[config.mk]
export PLATFORM = sky130hd
export DESIGN_NAME = detector_sum_packetizer_top_flat
export DESIGN_NICKNAME = d
export VERILOG_FILES = /design/src/hw/rtl/dsp_pkg.sv /design/src/hw/rtl/dsp_if.sv /design/src/hw/rtl/dsp_ctrl.sv /design/src/hw/rtl/dsp_datapath.sv /design/src/hw/rtl/detector_sum_packetizer_top.sv /design/src/flat_wrapper.sv
export SDC_FILE = /design/constraint.sdc
export NUM_CORES = 1
export LEC_CHECK = 0
export BUFFER_PORTS_ARGS = -buffer_cell sky130_fd_sc_hd__buf_2
export CAP_MARGIN = 20
export CORE_ASPECT_RATIO = 1.25
export CORE_MARGIN = 2
export CORE_UTILIZATION = 55
export CTS_BUF_LIST = sky130_fd_sc_hd__clkbuf_4 sky130_fd_sc_hd__clkbuf_8
export CTS_CLUSTER_SIZE = 10
export DETAILED_ROUTE_END_ITERATION = 8
export PLACE_DENSITY = 0.77
export SLEW_MARGIN = 20
export SYNTH_ARGS = -nofsm -noshare
export SYNTH_HDL_FRONTEND = slang
export SYNTH_SLANG_ARGS = --single-unit
export TNS_END_PERCENT = 50
[constraint.sdc]
create_clock -name clk -period 8.69 [get_ports clk]
set_input_delay 0.4345 -clock clk [delete_from_list [all_inputs] [get_ports clk]]
set_output_delay 0.4345 -clock clk [all_outputs]
set_load 0.02 [all_outputs]
[src/hw/rtl/dsp_pkg.sv]
// ----------------------------------------------------------------------------
// dsp_pkg: shared types and constants of the detector sum packetizer
// Item and command/status structs, packet header bytes and packet lengths.
// ----------------------------------------------------------------------------
package dsp_pkg;

    localparam int NUM_CH   = 8;
    localparam int CH_W     = 3;
    localparam int SAMPLE_W = 16;
    localparam int SUM_W    = 24;
    localparam int MAP_W    = NUM_CH * CH_W;
    localparam int IDENT_W  = 64;
    localparam int TEMP_W   = 12;
    localparam int ADDR_W   = 4;
    localparam int DATA_W   = 64;
    localparam int POS_W    = 5;
    localparam int SUB_W    = 2;

    localparam logic [MAP_W-1:0] CHANNEL_MAP_RESET = 24'hFAC688;

    // Register select taken from paddr[3]
    localparam logic REG_CHANNEL_MAP = 1'b0;
    localparam logic REG_BOARD_IDENT = 1'b1;

    localparam logic [7:0] RES_HDR0  = 8'd253;
    localparam logic [7:0] RES_HDR1  = 8'd252;
    localparam logic [7:0] STAT_HDR0 = 8'd239;
    localparam logic [7:0] STAT_HDR1 = 8'd238;
    localparam logic [7:0] FW_VER0   = 8'd0;
    localparam logic [7:0] FW_VER1   = 8'd3;

    localparam logic [POS_W-1:0] FIRST_DATA_POS = 5'd3;
    localparam logic [POS_W-1:0] STAT_LAST_POS  = 5'd19;
    localparam logic [POS_W-1:0] RES_LAST_POS   = 5'd27;
    localparam logic [SUB_W-1:0] SUB_LAST       = 2'd2;

    typedef struct packed {
        logic                                req_type;
        logic                                end_cycle_level;
        logic                                status_select;
        logic [TEMP_W-1:0]                   temp_reading;
        logic [NUM_CH-1:0][SAMPLE_W-1:0]     samples;
    } dsp_item_t;

    typedef struct packed {
        logic             capture;
        logic             pin_update;
        logic             clear_discard;
        logic             acc_en;
        logic             emit;
        logic             finish;
        logic             is_status;
        logic [CH_W-1:0]  idx;
        logic [SUB_W-1:0] sub;
        logic [POS_W-1:0] pos;
    } dsp_cmd_t;

    typedef struct packed {
        logic req_type;
        logic edge_seen;
        logic discard;
        logic status_sel;
        logic out_free;
    } dsp_stat_t;

endpackage

[src/hw/rtl/dsp_if.sv]
// ----------------------------------------------------------------------------
// dsp_if: stream channels of the detector sum packetizer
// Request channel (sample sets and pin polls) and packet byte channel.
// ----------------------------------------------------------------------------
interface dsp_req_if;
    logic               valid;
    logic               ready;
    logic               req_type;
    logic               end_cycle_level;
    logic               status_select;
    logic [11:0]        temp_reading;
    logic signed [15:0] sample_ch0;
    logic signed [15:0] sample_ch1;
    logic signed [15:0] sample_ch2;
    logic signed [15:0] sample_ch3;
    logic signed [15:0] sample_ch4;
    logic signed [15:0] sample_ch5;
    logic signed [15:0] sample_ch6;
    logic signed [15:0] sample_ch7;

    modport source (
        output valid, req_type, end_cycle_level, status_select, temp_reading,
        output sample_ch0, sample_ch1, sample_ch2, sample_ch3,
        output sample_ch4, sample_ch5, sample_ch6, sample_ch7,
        input  ready
    );
    modport sink (
        input  valid, req_type, end_cycle_level, status_select, temp_reading,
        input  sample_ch0, sample_ch1, sample_ch2, sample_ch3,
        input  sample_ch4, sample_ch5, sample_ch6, sample_ch7,
        output ready
    );
endinterface

interface dsp_pkt_if;
    logic       valid;
    logic       ready;
    logic [7:0] packet_byte;
    logic       packet_last;

    modport source (output valid, packet_byte, packet_last, input ready);
    modport sink   (input valid, packet_byte, packet_last, output ready);
endinterface

[src/hw/rtl/dsp_ctrl.sv]
// ----------------------------------------------------------------------------
// dsp_ctrl: sequencer of the detector sum packetizer
// Steps the accumulate pass over the channels and the byte-by-byte emission.
// ----------------------------------------------------------------------------
module dsp_ctrl (
    input  logic             clk,
    input  logic             rst_n,
    input  logic             req_valid,
    output logic             req_ready,
    output dsp_pkg::dsp_cmd_t cmd,
    input  dsp_pkg::dsp_stat_t stat
);
    import dsp_pkg::*;

    typedef enum logic [3:0] {
        S_IDLE   = 4'b0001,
        S_DECIDE = 4'b0010,
        S_ACCUM  = 4'b0100,
        S_EMIT   = 4'b1000
    } state_t;

    state_t           state_reg, state_next;
    logic [CH_W-1:0]  idx_reg, idx_next;
    logic [SUB_W-1:0] sub_reg, sub_next;
    logic [POS_W-1:0] pos_reg, pos_next;
    logic             status_reg, status_next;
    logic [POS_W-1:0] last_pos;

    assign last_pos  = status_reg ? STAT_LAST_POS : RES_LAST_POS;
    assign req_ready = (state_reg == S_IDLE);

    always_comb
    begin
        state_next    = state_reg;
        idx_next      = idx_reg;
        sub_next      = sub_reg;
        pos_next      = pos_reg;
        status_next   = status_reg;
        cmd           = '0;
        cmd.idx       = idx_reg;
        cmd.sub       = sub_reg;
        cmd.pos       = pos_reg;
        cmd.is_status = status_reg;
        case (state_reg)
            S_IDLE:
            begin
                if (req_valid)
                begin
                    cmd.capture = 1'b1;
                    state_next  = S_DECIDE;
                end
            end
            S_DECIDE:
            begin
                idx_next = '0;
                sub_next = '0;
                pos_next = '0;
                if (!stat.req_type)
                begin
                    if (stat.discard)
                    begin
                        cmd.clear_discard = 1'b1;
                        state_next        = S_IDLE;
                    end
                    else
                    begin
                        state_next = S_ACCUM;
                    end
                end
                else
                begin
                    cmd.pin_update = 1'b1;
                    if (stat.edge_seen)
                    begin
                        status_next = stat.status_sel;
                        state_next  = S_EMIT;
                    end
                    else
                    begin
                        state_next = S_IDLE;
                    end
                end
            end
            S_ACCUM:
            begin
                cmd.acc_en = 1'b1;
                idx_next   = idx_reg + 1'b1;
                if (idx_reg == CH_W'(NUM_CH - 1))
                begin
                    state_next = S_IDLE;
                end
            end
            S_EMIT:
            begin
                if (stat.out_free)
                begin
                    cmd.emit = 1'b1;
                    pos_next = pos_reg + 1'b1;
                    // advance byte-in-sum and slot once past the header
                    if (pos_reg >= FIRST_DATA_POS)
                    begin
                        if (sub_reg == SUB_LAST)
                        begin
                            sub_next = '0;
                            idx_next = idx_reg + 1'b1;
                        end
                        else
                        begin
                            sub_next = sub_reg + 1'b1;
                        end
                    end
                    if (pos_reg == last_pos)
                    begin
                        cmd.finish = 1'b1;
                        state_next = S_IDLE;
                    end
                end
            end
            default:
            begin
                state_next = S_IDLE;
            end
        endcase
    end

    always_ff @(posedge clk or negedge rst_n)
    begin
        if (!rst_n)
        begin
            state_reg  <= S_IDLE;
            idx_reg    <= '0;
            sub_reg    <= '0;
            pos_reg    <= '0;
            status_reg <= 1'b0;
        end
        else
        begin
            state_reg  <= state_next;
            idx_reg    <= idx_next;
            sub_reg    <= sub_next;
            pos_reg    <= pos_next;
            status_reg <= status_next;
        end
    end

endmodule

[src/hw/rtl/dsp_datapath.sv]
// ----------------------------------------------------------------------------
// dsp_datapath: accumulators, cycle state and packet byte register
// Shared 24-bit adder for the sums, byte selection and output register.
// ----------------------------------------------------------------------------
module dsp_datapath (
    input  logic                           clk,
    input  logic                           rst_n,
    input  dsp_pkg::dsp_item_t             item,
    input  dsp_pkg::dsp_cmd_t              cmd,
    output dsp_pkg::dsp_stat_t             stat,
    input  logic [dsp_pkg::MAP_W-1:0]      channel_map,
    input  logic [dsp_pkg::IDENT_W-1:0]    board_ident,
    output logic                           out_valid,
    input  logic                           out_ready,
    output logic [7:0]                     packet_byte,
    output logic                           packet_last
);
    import dsp_pkg::*;

    localparam logic [POS_W-1:0] POS_HDR0     = 5'd0;
    localparam logic [POS_W-1:0] POS_HDR1     = 5'd1;
    localparam logic [POS_W-1:0] POS_COUNT    = 5'd2;
    localparam logic [POS_W-1:0] POS_BOARD_HI = 5'd10;
    localparam logic [POS_W-1:0] POS_VER0     = 5'd11;
    localparam logic [POS_W-1:0] POS_VER1     = 5'd12;
    localparam logic [POS_W-1:0] POS_TEMP_LO  = 5'd13;
    localparam logic [POS_W-1:0] POS_TEMP_HI  = 5'd14;
    localparam logic [POS_W-1:0] POS_SUM_HI   = 5'd26;

    dsp_item_t         item_reg;
    logic [SUM_W-1:0]  sums_reg [NUM_CH];
    logic              prev_reg;
    logic              discard_reg;
    logic [7:0]        cycle_reg;
    logic [TEMP_W-1:0] temp_reg;
    logic              out_valid_reg;
    logic [7:0]        out_byte_reg;
    logic              out_last_reg;

    logic [CH_W-1:0]     map_idx;
    logic [CH_W-1:0]     sum_idx;
    logic [SUM_W-1:0]    sum_rd;
    logic [SAMPLE_W-1:0] sample_sel;
    logic [SUM_W-1:0]    sum_add;
    logic [2:0]          board_k;
    logic [7:0]          byte_val;

    assign map_idx    = channel_map[CH_W*cmd.idx +: CH_W];
    assign sum_idx    = cmd.emit ? map_idx : cmd.idx;
    assign sum_rd     = sums_reg[sum_idx];
    assign sample_sel = item_reg.samples[cmd.idx];
    assign sum_add    = sum_rd + {{(SUM_W-SAMPLE_W){sample_sel[SAMPLE_W-1]}}, sample_sel};
    assign board_k    = 3'(cmd.pos - FIRST_DATA_POS);

    assign stat.req_type   = item_reg.req_type;
    assign stat.edge_seen  = item_reg.end_cycle_level & ~prev_reg;
    assign stat.discard    = discard_reg;
    assign stat.status_sel = item_reg.status_select;
    assign stat.out_free   = !out_valid_reg || out_ready;

    assign out_valid   = out_valid_reg;
    assign packet_byte = out_byte_reg;
    assign packet_last = out_last_reg;

    always_comb
    begin
        byte_val = '0;
        if (cmd.is_status)
        begin
            case (cmd.pos) inside
                POS_HDR0:                       byte_val = STAT_HDR0;
                POS_HDR1:                       byte_val = STAT_HDR1;
                POS_COUNT:                      byte_val = cycle_reg;
                [FIRST_DATA_POS:POS_BOARD_HI]:  byte_val = board_ident[8*board_k +: 8];
                POS_VER0:                       byte_val = FW_VER0;
                POS_VER1:                       byte_val = FW_VER1;
                POS_TEMP_LO:                    byte_val = temp_reg[7:0];
                POS_TEMP_HI:                    byte_val = {4'b0, temp_reg[TEMP_W-1:8]};
                default:                        byte_val = '0;
            endcase
        end
        else
        begin
            case (cmd.pos) inside
                POS_HDR0:                     byte_val = RES_HDR0;
                POS_HDR1:                     byte_val = RES_HDR1;
                POS_COUNT:                    byte_val = cycle_reg;
                [FIRST_DATA_POS:POS_SUM_HI]:  byte_val = sum_rd[8*cmd.sub +: 8];
                default:                      byte_val = '0;
            endcase
        end
    end

    // Payload capture and output byte load
    always_ff @(posedge clk)
    begin
        if (cmd.capture)
        begin
            item_reg <= item;
        end
        if (cmd.emit)
        begin
            out_byte_reg <= byte_val;
            out_last_reg <= cmd.finish;
        end
    end

    always_ff @(posedge clk or negedge rst_n)
    begin
        if (!rst_n)
        begin
            for (int i = 0; i < NUM_CH; i++)
            begin
                sums_reg[i] <= '0;
            end
            prev_reg      <= 1'b0;
            discard_reg   <= 1'b1;
            cycle_reg     <= '0;
            temp_reg      <= '0;
            out_valid_reg <= 1'b0;
        end
        else
        begin
            if (cmd.acc_en)
            begin
                sums_reg[sum_idx] <= sum_add;
            end
            else if (cmd.emit && !cmd.is_status && cmd.sub == SUB_LAST)
            begin
                // clear the sum once its top byte goes out
                sums_reg[sum_idx] <= '0;
            end
            if (cmd.pin_update)
            begin
                prev_reg <= item_reg.end_cycle_level;
            end
            if (cmd.clear_discard)
            begin
                discard_reg <= 1'b0;
            end
            if (cmd.finish)
            begin
                discard_reg <= 1'b1;
                cycle_reg   <= cycle_reg + 1'b1;
                if (cmd.is_status)
                begin
                    temp_reg <= item_reg.temp_reading;
                end
            end
            if (cmd.emit)
            begin
                out_valid_reg <= 1'b1;
            end
            else if (out_ready)
            begin
                out_valid_reg <= 1'b0;
            end
        end
    end

    a_emit_needs_room: assert property (@(posedge clk) disable iff (!rst_n)
        cmd.emit |-> (!out_valid_reg || out_ready))
        else $error("byte loaded over an untaken byte");

    a_finish_arms_discard: assert property (@(posedge clk) disable iff (!rst_n)
        cmd.finish |=> discard_reg)
        else $error("discard not armed after packet");

    a_finish_counts: assert property (@(posedge clk) disable iff (!rst_n)
        cmd.finish |=> (cycle_reg == 8'($past(cycle_reg) + 8'd1)))
        else $error("cycle count did not advance after packet");

    a_last_only_on_finish: assert property (@(posedge clk) disable iff (!rst_n)
        cmd.emit |=> (out_last_reg == $past(cmd.finish)))
        else $error("packet_last does not match end of packet");

endmodule

[src/hw/rtl/detector_sum_packetizer_top.sv]
// ----------------------------------------------------------------------------
// detector_sum_packetizer_top: detector sample summer and packet builder
// Sums eight signed sample channels and sends status or results packets.
// ----------------------------------------------------------------------------
//
//   channel  | kind        | transfer contents
//   ---------+-------------+-----------------------------------------------
//   req      | stream in   | sample set (8 x s16) or pin poll (level, select,
//            |             | temperature)
//   pkt      | stream out  | one packet byte plus last-byte flag
//   APB      | config      | 0x0 channel_map (24 b), 0x8 board_ident (64 b)
//
// Flow: a sample set is captured, decided, then passed one channel per
// cycle through the single shared 24-bit adder. A pin poll without a
// rising edge returns to idle after the decide step. A rising edge emits 20 (status) or 28 (results)
// bytes, one per cycle out of the byte register while the sink takes them.
// Reset: asynchronous, clears sums, cycle count and temperature, arms discard.
// Stalls: pkt.ready low holds the byte register and freezes emission; req is
// not taken until the current request and its packet bytes are loaded.
//
module detector_sum_packetizer_top (
    input  logic                          clk,
    input  logic                          rst_n,
    input  logic                          psel,
    input  logic                          penable,
    input  logic                          pwrite,
    input  logic [dsp_pkg::ADDR_W-1:0]    paddr,
    input  logic [dsp_pkg::DATA_W-1:0]    pwdata,
    output logic [dsp_pkg::DATA_W-1:0]    prdata,
    output logic                          pready,
    dsp_req_if.sink                       req,
    dsp_pkt_if.source                     pkt
);
    import dsp_pkg::*;

    logic [MAP_W-1:0]   channel_map_reg;
    logic [IDENT_W-1:0] board_ident_reg;
    logic               cfg_write;
    logic               reg_sel;

    dsp_item_t item;
    dsp_cmd_t  cmd;
    dsp_stat_t stat;

    // Configuration: registers decode on one address bit, 8-byte spacing.
    assign pready    = 1'b1;
    assign reg_sel   = paddr[3];
    assign cfg_write = psel && penable && pwrite && pready;

    always_comb
    begin
        case (reg_sel)
            REG_CHANNEL_MAP: prdata = {{(DATA_W-MAP_W){1'b0}}, channel_map_reg};
            REG_BOARD_IDENT: prdata = board_ident_reg;
            default:         prdata = '0;
        endcase
    end

    always_ff @(posedge clk or negedge rst_n)
    begin
        if (!rst_n)
        begin
            channel_map_reg <= CHANNEL_MAP_RESET;
            board_ident_reg <= '0;
        end
        else if (cfg_write)
        begin
            case (reg_sel)
                REG_CHANNEL_MAP: channel_map_reg <= pwdata[MAP_W-1:0];
                REG_BOARD_IDENT: board_ident_reg <= pwdata;
                default:         board_ident_reg <= board_ident_reg;
            endcase
        end
    end

    // Gather the request fields into one item word for capture.
    assign item.req_type        = req.req_type;
    assign item.end_cycle_level = req.end_cycle_level;
    assign item.status_select   = req.status_select;
    assign item.temp_reading    = req.temp_reading;
    assign item.samples[0]      = req.sample_ch0;
    assign item.samples[1]      = req.sample_ch1;
    assign item.samples[2]      = req.sample_ch2;
    assign item.samples[3]      = req.sample_ch3;
    assign item.samples[4]      = req.sample_ch4;
    assign item.samples[5]      = req.sample_ch5;
    assign item.samples[6]      = req.sample_ch6;
    assign item.samples[7]      = req.sample_ch7;

    // Sequencer: owns the request handshake and steps through the work.
    dsp_ctrl u_ctrl (
        .clk       (clk),
        .rst_n     (rst_n),
        .req_valid (req.valid),
        .req_ready (req.ready),
        .cmd       (cmd),
        .stat      (stat)
    );

    // Datapath: sums, per-cycle state and the outgoing byte register.
    dsp_datapath u_datapath (
        .clk         (clk),
        .rst_n       (rst_n),
        .item        (item),
        .cmd         (cmd),
        .stat        (stat),
        .channel_map (channel_map_reg),
        .board_ident (board_ident_reg),
        .out_valid   (pkt.valid),
        .out_ready   (pkt.ready),
        .packet_byte (pkt.packet_byte),
        .packet_last (pkt.packet_last)
    );

endmodule

[src/flat_wrapper.sv]
// flat-port wrapper written by rule: the top's interface ports become plain ports
module detector_sum_packetizer_top_flat import dsp_pkg::*;
  (clk, rst_n, psel, penable, pwrite, paddr, pwdata, prdata, pready, req_valid, req_req_type, req_end_cycle_level, req_status_select, req_temp_reading, req_sample_ch0, req_sample_ch1, req_sample_ch2, req_sample_ch3, req_sample_ch4, req_sample_ch5, req_sample_ch6, req_sample_ch7, req_ready, pkt_valid, pkt_packet_byte, pkt_packet_last, pkt_ready);
  dsp_req_if req_i ();
  dsp_pkt_if pkt_i ();
  input  logic clk;
  input  logic rst_n;
  input  logic psel;
  input  logic penable;
  input  logic pwrite;
  input  logic [dsp_pkg::ADDR_W-1:0] paddr;
  input  logic [dsp_pkg::DATA_W-1:0] pwdata;
  output logic [dsp_pkg::DATA_W-1:0] prdata;
  output logic pready;
  input wire logic [$bits(req_i.valid)-1:0] req_valid;
  input wire logic [$bits(req_i.req_type)-1:0] req_req_type;
  input wire logic [$bits(req_i.end_cycle_level)-1:0] req_end_cycle_level;
  input wire logic [$bits(req_i.status_select)-1:0] req_status_select;
  input wire logic [$bits(req_i.temp_reading)-1:0] req_temp_reading;
  input wire logic [$bits(req_i.sample_ch0)-1:0] req_sample_ch0;
  input wire logic [$bits(req_i.sample_ch1)-1:0] req_sample_ch1;
  input wire logic [$bits(req_i.sample_ch2)-1:0] req_sample_ch2;
  input wire logic [$bits(req_i.sample_ch3)-1:0] req_sample_ch3;
  input wire logic [$bits(req_i.sample_ch4)-1:0] req_sample_ch4;
  input wire logic [$bits(req_i.sample_ch5)-1:0] req_sample_ch5;
  input wire logic [$bits(req_i.sample_ch6)-1:0] req_sample_ch6;
  input wire logic [$bits(req_i.sample_ch7)-1:0] req_sample_ch7;
  output wire logic [$bits(req_i.ready)-1:0] req_ready;
  output wire logic [$bits(pkt_i.valid)-1:0] pkt_valid;
  output wire logic [$bits(pkt_i.packet_byte)-1:0] pkt_packet_byte;
  output wire logic [$bits(pkt_i.packet_last)-1:0] pkt_packet_last;
  input wire logic [$bits(pkt_i.ready)-1:0] pkt_ready;
  assign req_i.valid = req_valid;
  assign req_i.req_type = req_req_type;
  assign req_i.end_cycle_level = req_end_cycle_level;
  assign req_i.status_select = req_status_select;
  assign req_i.temp_reading = req_temp_reading;
  assign req_i.sample_ch0 = req_sample_ch0;
  assign req_i.sample_ch1 = req_sample_ch1;
  assign req_i.sample_ch2 = req_sample_ch2;
  assign req_i.sample_ch3 = req_sample_ch3;
  assign req_i.sample_ch4 = req_sample_ch4;
  assign req_i.sample_ch5 = req_sample_ch5;
  assign req_i.sample_ch6 = req_sample_ch6;
  assign req_i.sample_ch7 = req_sample_ch7;
  assign req_ready = req_i.ready;
  assign pkt_valid = pkt_i.valid;
  assign pkt_packet_byte = pkt_i.packet_byte;
  assign pkt_packet_last = pkt_i.packet_last;
  assign pkt_i.ready = pkt_ready;
  detector_sum_packetizer_top u_core (.clk(clk), .rst_n(rst_n), .psel(psel), .penable(penable), .pwrite(pwrite), .paddr(paddr), .pwdata(pwdata), .prdata(prdata), .pready(pready), .req(req_i), .pkt(pkt_i));
endmodule
After elaboration in Yosys (flattened, before gate mapping)
Cells that the tools add are included.
- $add $sub $neg: 6
- multiply operators: 1
- $lt $le $gt $ge: 6
- eq/ne operators: 19
- shifts and indexed selects: 3
- multiplexer cells: 58
- bitwise operators: 6
- reduce and logical (&&, ||, !) cells: 24
- operator list (cell ; number):
    two-way mux 192 bit ; 2
    bitwise AND 192 bit ; 1
    bitwise mux 192 bit ; 1
    NOT 192 bit ; 1
    one-hot mux 64 bit (2 select lines) ; 1
    two-way mux 8 bit ; 12
    binary-select mux 24 bit (select 3 bit) ; 1
    demux 24 bit (select 3 bit) ; 1
    two-way mux 24 bit ; 3
    indexed part select 64 x 7 -> 8 bit ; 1
    binary-select mux 16 bit (select 3 bit) ; 1
    two-way mux 4 bit ; 8
    adder 24 bit ; 1
    indexed part select 24 x 6 -> 3 bit ; 1
    indexed part select 24 x 6 -> 8 bit ; 1
    == test 5 x 4 -> 1 bit, second input constant ; 4
    two-way mux 16 bit ; 1
    one-hot mux 4 bit (4 select lines) ; 1
    two-way mux 3 bit ; 5
    two-way mux 2 bit ; 6
    two-way mux 1 bit ; 11
    != test 2 bit, second input constant ; 5
    one-hot mux 5 bit (2 select lines) ; 1
    one-hot mux 3 bit (3 select lines) ; 1
    other kinds (36) ; 52
- register bits after elaboration: 470
- input bits: 218
- output and inout bits: 76

Logic depth before layout (Yosys ltp)
- depth after elaboration: 16
- gate-level depth with buffers: 21

Modules after synthesis
Synthesis repeated with hierarchy kept, for this count alone.
- cells, all modules: 1697
- area total of the unflattened synthesis: 22658.0 µm²
- by module, submodules not included (module ; times used ; cells each ; area each (µm²) ; sequential area each (µm²)):
    dsp_datapath ; 1 ; 1353 ; 17675.7 ; 9945.8
    detector_sum_packetizer_top ; 1 ; 259 ; 4117.7 ; 2217.1
    dsp_ctrl ; 1 ; 85 ; 864.6 ; 376.6

Worst setup path before layout
No wires, ideal clock.
- kind: register to register
- start: reg u_core.u_ctrl.state_reg[0]
- end: reg u_core.u_datapath.item_reg[0] (netlist bit) (enable)
- data arrival time: 4.942 ns
- setup slack: 3.230 ns
- cell stages (with the launch flop): 3
- buffers on the path: 0
- cell sequence: dfstp_2 > nor4b_1 > and2_1
- RTL lines (item ; RTL line ; source):
    from (decl) ; dsp_ctrl.sv:22 ; state_t state_reg, state_next;
    from (signal assigned) ; dsp_ctrl.sv:138 ; state_reg <= state_next;
    to (signal assigned) ; dsp_datapath.sv:99 ; item_reg <= item;
    to (decl) ; dsp_datapath.sv:30 ; dsp_item_t item_reg;

Final worst setup path
- start: reg u_core.u_ctrl.idx_reg[1]
- end: reg u_core.u_datapath.sums_reg[21] (netlist bit)
- longest elaborated chain between the ends: 12
- elaborated cells between the ends (all ways): 20
- those cells by class: add/sub: 1; mul: 1; order compare: 2; shift: 1; mux: 11; bitwise: 3; reduce/logical: 1
- RTL lines (item ; RTL line ; source):
    from (decl) ; dsp_ctrl.sv:23 ; logic [CH_W-1:0] idx_reg, idx_next;
    from (signal assigned) ; dsp_ctrl.sv:139 ; idx_reg <= idx_next;
    branches (longest 11 deep; another with adder 24 bit) ; n/a ;
    two-way mux 192 bit * ; dsp_datapath.sv:124 ; if (cmd.acc_en)
    to (signal, indexed assignment) ; dsp_datapath.sv:126 ; sums_reg[sum_idx] <= sum_add;
    to (decl) ; dsp_datapath.sv:31 ; logic [SUM_W-1:0] sums_reg [NUM_CH];
Every way passes the cells marked *. The select of a mux whose other input is x is not followed.
A chain may end at the register's enable or synchronous reset.

==> results.md <==
- Vias in the first global route: 18400
- Via Count: approximately 18000
- FF-to-FF path depth: 18
- Crit end category: flop
- Post_cts resized: 0
- First-pass GRT wire length: ~110000 µm
- Starting density of the core: between 50% and 60%
- Hold Startpoint: pwdata[34]
- Period utilisation layout: ~77%
- 1st-iter DRT viols: between 2000 and 2500
- 1st-pass router iterations: 5
- Routability Congestion: about 0.95
- Peak VDD IR: 224 µV
- Arr. time, crit path: 7240 ps
- Port-buffer cells: 289
- Mean post-synth cell area: ~13 µm²
- Synth-to-Final Area Change: 24.8%
- Critical path type: reg2reg
- Most frequent cells in the layout: 302 x dfrtp_1, 287 x buf_2, 186 x dlygate4sd3_1, 174 x nand2_1, 170 x a22o_1
- Vias/cell: about 6.5
- Max Freq: between 0.1 and 0.15 GHz
- Pre-CTS WS: ~2200 ps
- RR Startpoint: u_core.u_ctrl.idx_reg[1]$_DFFE_PN0P_
- Most common cell after layout, fill and taps aside: dfrtp_1
- Die H: around 230 µm
- Slew Limit Fails: 0
- Clk sinks: 470
- TritonCTS Buffers: 73
- Register area share after synthesis: just under 60%
- Number of register bits inferred by synthesis: between 400 and 500
- Max reg flops: 192
- Synthesized cell area: about 22000 µm²
- Slew margin rel.: roughly 22%
- Post-synth EDFFs: around 150
- Clk root buf: clkbuf_8
- Drt drc: 0
- Largest net degree at the start of global routing: 122
- Tot GR Track Use: 34.8%
- Worst Setup SP: u_core.u_ctrl.idx_reg[1]$_DFFE_PN0P_
- CORE AREA: 39100 µm²
- FP Rows: about 80
- Clk buf depth: 3
- Drt total wl: around 70000 µm
- Top Ports: 294
- Insertion delay of the later-clocked pin in the worst-skew pair: ~690 ps
- Initial antenna violation count: 8
- Yosys warns: 0
- Layout cell share with drive strength beyond 1: around a third
- Library cells used by synthesis: 74
- # fillers: 2503
- Critical Path RT: around 9300 ps
- Post-route worst setup slack: 2020 ps
- Skew final: about 62 ps
- Hold Vio Cnt, Final: 0
- Nets: 2397
- Leak: around 12 nW
- Wire per inst: between 20 and 30 µm
- Antenna viol nets, final: 0
- Status: finished, final reports clean
- Async S/R FF share, synth: 67.7%
- RSZ-0062 raised after global routing: false
- Slew @ Worst Pin: 1170 ps
- Max Cap Violations: 0
- Min-delay worst type: in2reg
- TritonCTS clock tree: yes
- Syn nets: just under 2000
- Hold path depth: 2
- Setup-failing EPs final: 0
- Ys flop type: dfrtp_1
- Critical path startpoint category: flop
- Total gr overflow: 0
- Die width: between 150 and 200 µm
- Cells after Synth: approximately 1700
- WHS Endpoint: u_core.board_ident_reg[34]$_DFFE_PN0P_
- Reg-to-reg setup timing slack: 2020 ps
- Minimum clock period: between 6000 and 7000 ps
- CP Max Fanout: 26
- DP Wirelength: 40500 µm
- Htree depth: 3
- Storage cell area: 12500 µm²
- Cell Pwr Density: approximately 300 nW/µm²
- Clk slew on worst S/H paths: roughly 70 ps
- Worst reg2reg endpoint: u_core.u_datapath.sums_reg[21]$_DFFE_PN0P_
- Setup TNS: 0 ps
- Worst hold margin: around 16 ps
- Footprint of the multi-input gates: approximately 8800 µm²
- Full die area: 41200 µm²
[cell usage after synthesis, types with 3 or more instances]
| cell type | instances | area (µm²) |
|---|---|---|
| ha_1 | 30 | 375 |
| nor2b_1 | 6 | 37.5 |
| nand2_1 | 177 | 664 |
| o21bai_1 | 5 | 37.5 |
| edfxtp_1 | 152 | 4560 |
| a31o_2 | 3 | 26.3 |
| o22ai_1 | 15 | 93.8 |
| mux4_2 | 54 | 1220 |
| nand4_1 | 10 | 62.6 |
| a211oi_1 | 5 | 37.5 |
| a22o_1 | 170 | 1490 |
| clkinv_1 | 3 | 11.3 |
| o21ai_1 | 13 | 65.1 |
| xnor2_1 | 20 | 175 |
| a21oi_1 | 47 | 235 |
| mux2_2 | 146 | 1640 |
| nand3_1 | 52 | 260 |
| a221oi_1 | 22 | 193 |
| o211ai_1 | 6 | 45.0 |
| nor2_1 | 57 | 214 |
| o21ai_0 | 44 | 220 |
| a211o_1 | 3 | 26.3 |
| or2_2 | 4 | 25.0 |
| o221a_2 | 3 | 33.8 |
| dfrtp_1 | 304 | 7610 |
| a22oi_1 | 9 | 67.6 |
| buf_1 | 14 | 52.6 |
| buf_2 | 39 | 195 |
| dfstp_2 | 14 | 368 |
| nand2b_1 | 5 | 31.3 |
| o31ai_1 | 3 | 22.5 |
| xor2_1 | 10 | 87.6 |
| o221ai_1 | 13 | 114 |
| o22a_1 | 3 | 26.3 |
| buf_4 | 4 | 30.0 |
| nor3_1 | 9 | 45.0 |
| nor4b_1 | 3 | 26.3 |
| a311oi_1 | 3 | 26.3 |
| mux2i_1 | 24 | 240 |
| a31oi_1 | 7 | 43.8 |
| and2_1 | 46 | 288 |
| inv_1 | 17 | 63.8 |
| a21o_1 | 11 | 82.6 |
| clkbuf_1 | 52 | 195 |
| and3_1 | 3 | 18.8 |
[final cells by class]
| class | instances | share of cell area (%) |
|---|---|---|
| timing repair buffer | 506 | 13.2 |
| sequential | 470 | 46.2 |
| multi-input combinational | 1077 | 32.3 |
| clock inverter | 18 | 0.530 |
| antenna | 7 | 0.0645 |
| clock buffer | 112 | 5.15 |
| tap | 498 | 2.29 |
| inverter | 20 | 0.276 |
[per-layer routing]
metal,track usage [%],up-vias,wire length [µm]
met2,59.0,1328,35600
li1,-,7322,-
met5,0,-,32
met3,8.77,312,6780
met1,39.9,8723,24300
met4,21.6,6,4500
[how the worst max path moves through the flow]
stage | cells after the start | to | slack (ps)
global route | 19 | u_core.u_datapath.sums_reg[21]$_DFFE_PN0P_ | 1750
detailed placement | 18 | u_core.u_datapath.sums_reg[93]$_DFFE_PN0P_ | 2180
finish | 18 | u_core.u_datapath.sums_reg[21]$_DFFE_PN0P_ | 2020
floorplan | 2 | u_core.u_datapath.item_reg[0]$_DFFE_PP_ | 3230
CTS | 18 | u_core.u_datapath.sums_reg[21]$_DFFE_PN0P_ | 2140
global placement | 18 | u_core.u_datapath.sums_reg[45]$_DFFE_PN0P_ | 2280
[power breakdown]
part	internal [W]	leakage (nW)	switching, W	total, W
Combinational	0.00112	5.35	0.00203	0.00315
Clock	0.00104	0.819	0.000950	0.00199
Sequential	0.00264	5.66	0.000258	0.00290
Total	0.00480	11.8	0.00324	0.00804
[cells by family after synthesis]
logic type,count (synthesis),synth area share (%)
compound gates,399,14.0
mux,225,14.3
simple gates,389,8.36
other cells,1,0.0172
xor+xnor,32,1.36
buf+inv,130,2.57
fa+ha+maj,31,1.82
flops,470,57.6
[per-stage QoR]
step	power, W	area [µm²]	instances	utilization (%)
2_1_floorplan	0.00487	21800	1677	-
3_3_place_gp	0.00572	23600	2379	60.4
3_5_place_dp	0.00581	23700	2382	60.5
4_1_cts	0.00782	27100	2698	69.2
5_1_grt	0.00832	27200	2706	69.4
6_report	0.00804	27200	2708	69.4
[worst max-delay path: stages (launching register included)]
cell     delay, ps
dfrtp_2        820
buf_4          430
mux4_2         590
nor4_2         300
or2_2          600
nand2_1        110
a21oi_1        160
a21oi_1         50
o21ai_0        680
ha_1           370
and4_1         260
a221o_1        150
a31oi_1         50
and4_1         240
or2_2          330
o31ai_1        420
a21oi_1        150
xnor2_1        580
a22o_1         230
[what timing repair did]
action,in CTS,in global routing
setup buffers,0,0
hold endpoints to repair,304,0
hold buffers,186,0
No activity file was read; power rests on OpenSTA's default activity.
